### config.mk
export PLATFORM = sky130hd
export DESIGN_NAME = osrb_ctrl
export DESIGN_NICKNAME = d
export VERILOG_FILES = /design/src/rtl/osrb_pkg.sv /design/src/rtl/osrb_ctrl.sv
export SDC_FILE = /design/constraint.sdc
export NUM_CORES = 1
export LEC_CHECK = 0
export BUFFER_PORTS_ARGS = -buffer_cell sky130_fd_sc_hd__buf_2
export CAP_MARGIN = 20
export CORE_AREA = 2 2 39 41
export CTS_CLUSTER_DIAMETER = 60
export DETAILED_ROUTE_END_ITERATION = 8
export DIE_AREA = 0 0 41 43
export PLACE_DENSITY_LB_ADDON = 0.08
export SKIP_LAST_GASP = 1
export SLEW_MARGIN = 20
export SYNTH_ARGS = -nofsm -noshare
export SYNTH_HDL_FRONTEND = slang
export SYNTH_SLANG_ARGS = --single-unit
### constraint.sdc
create_clock -name clk -period 1.3 [get_ports clk]
set_input_delay 0 -clock clk [delete_from_list [all_inputs] [get_ports clk]]
set_output_delay 0 -clock clk [all_outputs]
set_load 0.02 [all_outputs]
### src/rtl/osrb_pkg.sv
// Shared types and constants for the overwriting sample ring buffer.
package osrb_pkg;

  typedef enum logic [1:0] {
    CMD_WRITE = 2'd0,
    CMD_READ  = 2'd1,
    CMD_CLEAR = 2'd2
  } cmd_code_t;

  typedef enum logic [1:0] {
    ST_IDLE,
    ST_FETCH,
    ST_LOAD
  } state_t;

  localparam logic [0:0]  REG_CAPACITY = 1'b0;
  localparam logic [15:0] CAP_RESET    = 16'd32768;

  typedef struct packed {
    logic wr;
    logic clr;
    logic start;
    logic fetch;
    logic load;
    logic prefetch;
    logic load_empty;
  } osrb_cmd_t;

  typedef struct packed {
    logic burst_zero;
    logic rem_one;
  } osrb_sts_t;

endpackage

### src/rtl/osrb_ctrl.sv
// Controller state machine for the ring buffer: request handshake and burst sequencing.
module osrb_ctrl (
  input  logic                  clk,
  input  logic                  rst_n,
  input  logic                  in_valid,
  output logic                  in_stall,
  input  logic [1:0]            in_command,
  output logic                  out_valid,
  input  logic                  out_stall,
  input  osrb_pkg::osrb_sts_t   sts,
  output osrb_pkg::osrb_cmd_t   cmd
);

  osrb_pkg::state_t state_r, state_nxt;
  logic             out_valid_r, out_valid_nxt;
  logic             accept;
  logic             out_free;

  assign in_stall = (state_r != osrb_pkg::ST_IDLE) || out_valid_r;
  assign accept   = in_valid && !in_stall;
  assign out_free = !out_valid_r || !out_stall;

  always_comb begin
    state_nxt = state_r;
    unique case (state_r)
      osrb_pkg::ST_IDLE: begin
        if (accept && (in_command == osrb_pkg::CMD_READ) && !sts.burst_zero) begin
          state_nxt = osrb_pkg::ST_FETCH;
        end
      end
      osrb_pkg::ST_FETCH: begin
        state_nxt = osrb_pkg::ST_LOAD;
      end
      osrb_pkg::ST_LOAD: begin
        if (out_free && sts.rem_one) begin
          state_nxt = osrb_pkg::ST_IDLE;
        end
      end
      default: begin
        state_nxt = osrb_pkg::ST_IDLE;
      end
    endcase
  end

  always_comb begin
    cmd = '0;
    unique case (state_r)
      osrb_pkg::ST_IDLE: begin
        cmd.wr         = accept && (in_command == osrb_pkg::CMD_WRITE);
        cmd.clr        = accept && (in_command == osrb_pkg::CMD_CLEAR);
        cmd.start      = accept && (in_command == osrb_pkg::CMD_READ) && !sts.burst_zero;
        cmd.load_empty = accept && (in_command == osrb_pkg::CMD_READ) && sts.burst_zero;
      end
      osrb_pkg::ST_FETCH: begin
        cmd.fetch = 1'b1;
      end
      osrb_pkg::ST_LOAD: begin
        cmd.load     = out_free;
        cmd.prefetch = out_free && !sts.rem_one;
      end
      default: begin
        cmd = '0;
      end
    endcase
  end

  always_comb begin
    out_valid_nxt = out_valid_r;
    if (cmd.load || cmd.load_empty) begin
      out_valid_nxt = 1'b1;
    end else if (!out_stall) begin
      out_valid_nxt = 1'b0;
    end
  end

  always_ff @(posedge clk) begin
    if (!rst_n) begin
      state_r     <= osrb_pkg::ST_IDLE;
      out_valid_r <= 1'b0;
    end else begin
      state_r     <= state_nxt;
      out_valid_r <= out_valid_nxt;
    end
  end

  assign out_valid = out_valid_r;

endmodule

==> results.md <==
Synth:
- The sequential share of the synthesized area is 0.310.
- The number of enable flip-flop cells after synthesis is 0.
- The Yosys step of the flow raised 0 warnings.
- The cell accounting for the most synthesized area is dfxtp_1.
- The synthesized instance count is 24.
- The fraction of synthesized cell area taken by the top area cell type is 0.310.
- Sorting the synthesized cells by area gives the leading types as dfxtp_1, o21a_1, nor2b_1.
- The register bit total from synthesis is 3.
- The cell area that synthesis handed to floorplanning was a little under 200 um2.
- The share of synthesized registers carrying an async set or reset is 0.
- In the synthesized netlist the dominant register cell turns out to be dfxtp_1.
- The net count after synthesis is 32.
- The mean instance size in the synthesized netlist is 8.08 um2.
- After synthesis, the netlist uses 16 different library cells.
- By count the netlist is led by dfxtp_1, nand2_1.

Worst setup path:
- The worst setup path is of the reg2out kind.
- The nature of the critical path endpoint is an output pin.
- The signal on the critical path passes through or3_4 > or2_4 > nor2_4 > buf_6.
- The peak per-stage delay on the critical path is slightly below 0.4 ns.
- The kind of cell with the highest combined delay along the critical path is simple AND/OR/NAND/NOR gates.
- The data arrival time of the critical path is approximately 1.4 ns.
- The critical path startpoint category is a register.
- STA puts the critical path data required time at 1.30 ns.
- The total buffers and inverters traversed by the critical path is 1.
- The critical path's slowest cell is or3_4.
- The critical-path maximum fanout is 3.

Routing:
- The detail route stage leaves a number of antenna-violating nets equal to 0.
- For this run, design rule violations remaining after detail routing come to 0.
- The wire length per cell is ~8.8 um.
- After the first detailed-routing iteration, the DRC count stood at 2.
- The via density per instance is ~4.2.
- The count of TritonRoute iterations in the first routing pass is 2.
- Wires add up to about 550 um.
- The total vias in the final route is 262.

Die:
- The number of top-level pins is 17.
- The die footprint is around 1800 um2.
- The horizontal die dimension is ~40 um.
- The total area inside the core boundary comes to approximately 1400 um2.
- For this configuration, the core starts out at a cell density of 0.140.
- In this run the vertical extent of the chip is between 40 and 50 um.
- The floorplan has 14 rows.

Finish:
- In the final design database the tool counted 56 nets.
- In the final layout, the share of cells above drive strength 1 is 0.660.
- The count of fill cells added during filler insertion is around 160.
- From synthesis to final layout, the design area changed by 102%.
- The count of inserted antenna diode cells is 0.
- Measured on the finished design, the core utilization comes to 0.283.
- The count of non-filler cells in the finished layout is between 60 and 70.

Timing:
- Setup slack on the critical path of the routed design comes to -0.103 ns.
- Setup repair after global routing could not meet its margin everywhere.
- The final setup TNS is -0.280 ns.
- The final max-slew violation count came to 0.
- The time the final worst path needs with I/O delays and setup is approximately 1.4 ns.
- For the pin with the worst max-slew slack, the measured transition is around 0.24 ns.
- The hold violation total from the final report is 0.
- The highest clock frequency the design can meet is about 710 MHz.
- The setup-violating endpoint count in the final report is 5.
- The final cycle utilization of the critical path is 1.08.
- The worst pin sits at a relative slew slack of 0.837.
- The clock arrives with around 0.0016 ns of skew.

Outcome:
- The final reports fail on negative setup slack.
- The run finished, with violations left.

Worst hold path:
- The class of the worst hold path is in2reg.

Placement:
- After detailed placement, the design holds a cell count of 56.
- The count of input and output buffers is 16.
- The routability congestion estimate is 0.670.
- The estimated wirelength of the detail-placed design is about 450 um.

CTS:
- The clock slew at the register clock pins of the worst setup and hold paths is 0.04 ns.
- The clock drives 3 sinks.
- For the worst-skew pair, the clock arrives at the later sink with an insertion delay of 0.23 ns.
- Counting the buffers created by CTS gives 3.
- The number of levels in the clock H-tree is 1.
- The buffer depth of the longest clock path is 2.
- TritonCTS built the clock tree.
- In this run the clock root is driven by a clkbuf_4.

GRT:
- The total overflow left after global routing is 0.
- The initial antenna violation count was 0.
- The first global-routing pass estimated ~880 um of wire.
- The global-route usage over all layers is 0.0792.
- The number of global-route vias before repair is between 200 and 250.
- Entering global routing, the biggest net connects 5 pins.

Power:
- The leakage power is between 0.15 and 0.2 nW.
- Power spread over the standard cell area amounts to around 850 nW/um2.
- Total power for the finished layout comes to about 0.33 mW.
- Across the VDD grid, the largest voltage drop is about 0.44 mV.

Job:
- Across the run, the number of max-cap violations was 0.
path summary, 6_finish.rpt:
| path | from | end | slack, ns | depth (start not counted) |
|---|---|---|---|---|
| hold reg to reg | state_r[1] | state_r[1] | 0.60 | 2 |
| hold / removal | rst_n | state_r[1] | 0.01 | 2 |
| setup / recovery | out_valid | cmd[4] | -0.10 | 4 |
| setup reg to reg | out_valid | state_r[0] | -0.01 | 4 |
sequential cells by signal, indices dropped and copies added (netlist names):
name and cells:
state_r 2, out_valid 1
what timing repair did:
item	4_1_cts	5_1_grt
cloned	0	0
gates resized for setup	6	4
hold endpoints to repair	1	0
hold buffers	1	0
setup buffers	2	0
pin swaps	2	2
endpoints found under the setup margin	3	5
kinds of logic after synthesis:
kind of cell | synth area share
AND/OR/NAND/NOR | 0.503
buffers and inverters | 0.0581
AO/OA/AOI/OAI | 0.129
flip-flops | 0.310
metrics by stage:
stage / area, um2 / setup WS, ns / hold slack, ns
after floorplan: 210 / 0.00203 / 0.0476
after global placement: 310 / 0.0731 / 0.210
after detailed placement: 310 / 0.0542 / 0.219
after CTS: 384 / -0.128 / 0.00362
after global routing: 392 / -0.164 / 0.00883
final: 392 / -0.103 / 0.0140
cells in the final DEF, fill, tap and decap left out, drive strengths merged:
cell | netlist | layout
nor3 | 1 | 1
nand2b | 1 | 1
dlygate4sd3 | 0 | 1
nand2 | 3 | 3
buf | 1 | 19
inv | 1 | 1
nor4 | 1 | 1
nor2 | 2 | 2
clkbuf | 0 | 4
nor2b | 2 | 2
or2 | 1 | 1
nor3b | 1 | 1
a21oi | 2 | 2
dfxtp | 3 | 3
o21a | 2 | 2
or3 | 1 | 1
nor4b | 1 | 1
nand3b | 1 | 1
power by group:
part           total (mW)  switching [mW]  internal (mW)
clock               0.163          0.0483          0.115
combinational      0.0729          0.0367         0.0362
sequential         0.0962         0.00129         0.0949
total               0.332          0.0863          0.246
routing by layer:
layer  vias up  part of all wire  GRT usage
met5         -                 0          0
met4         0                 0     0.0800
met3         0             0.062     0.0471
met2         8              0.56      0.103
met1       125              0.37     0.0801
li1        129                 -          -
layout make-up:
cell class                 instances  area (um2)  area share
multi-input combinational         19         149       0.380
timing repair buffer              20         130       0.332
sequential                         3        62.6       0.160
clock buffer                       4        26.3      0.0671
tap                               16        20.0      0.0511
inverter                           1        3.75     0.00958
Power figures use the tool's default switching activity.
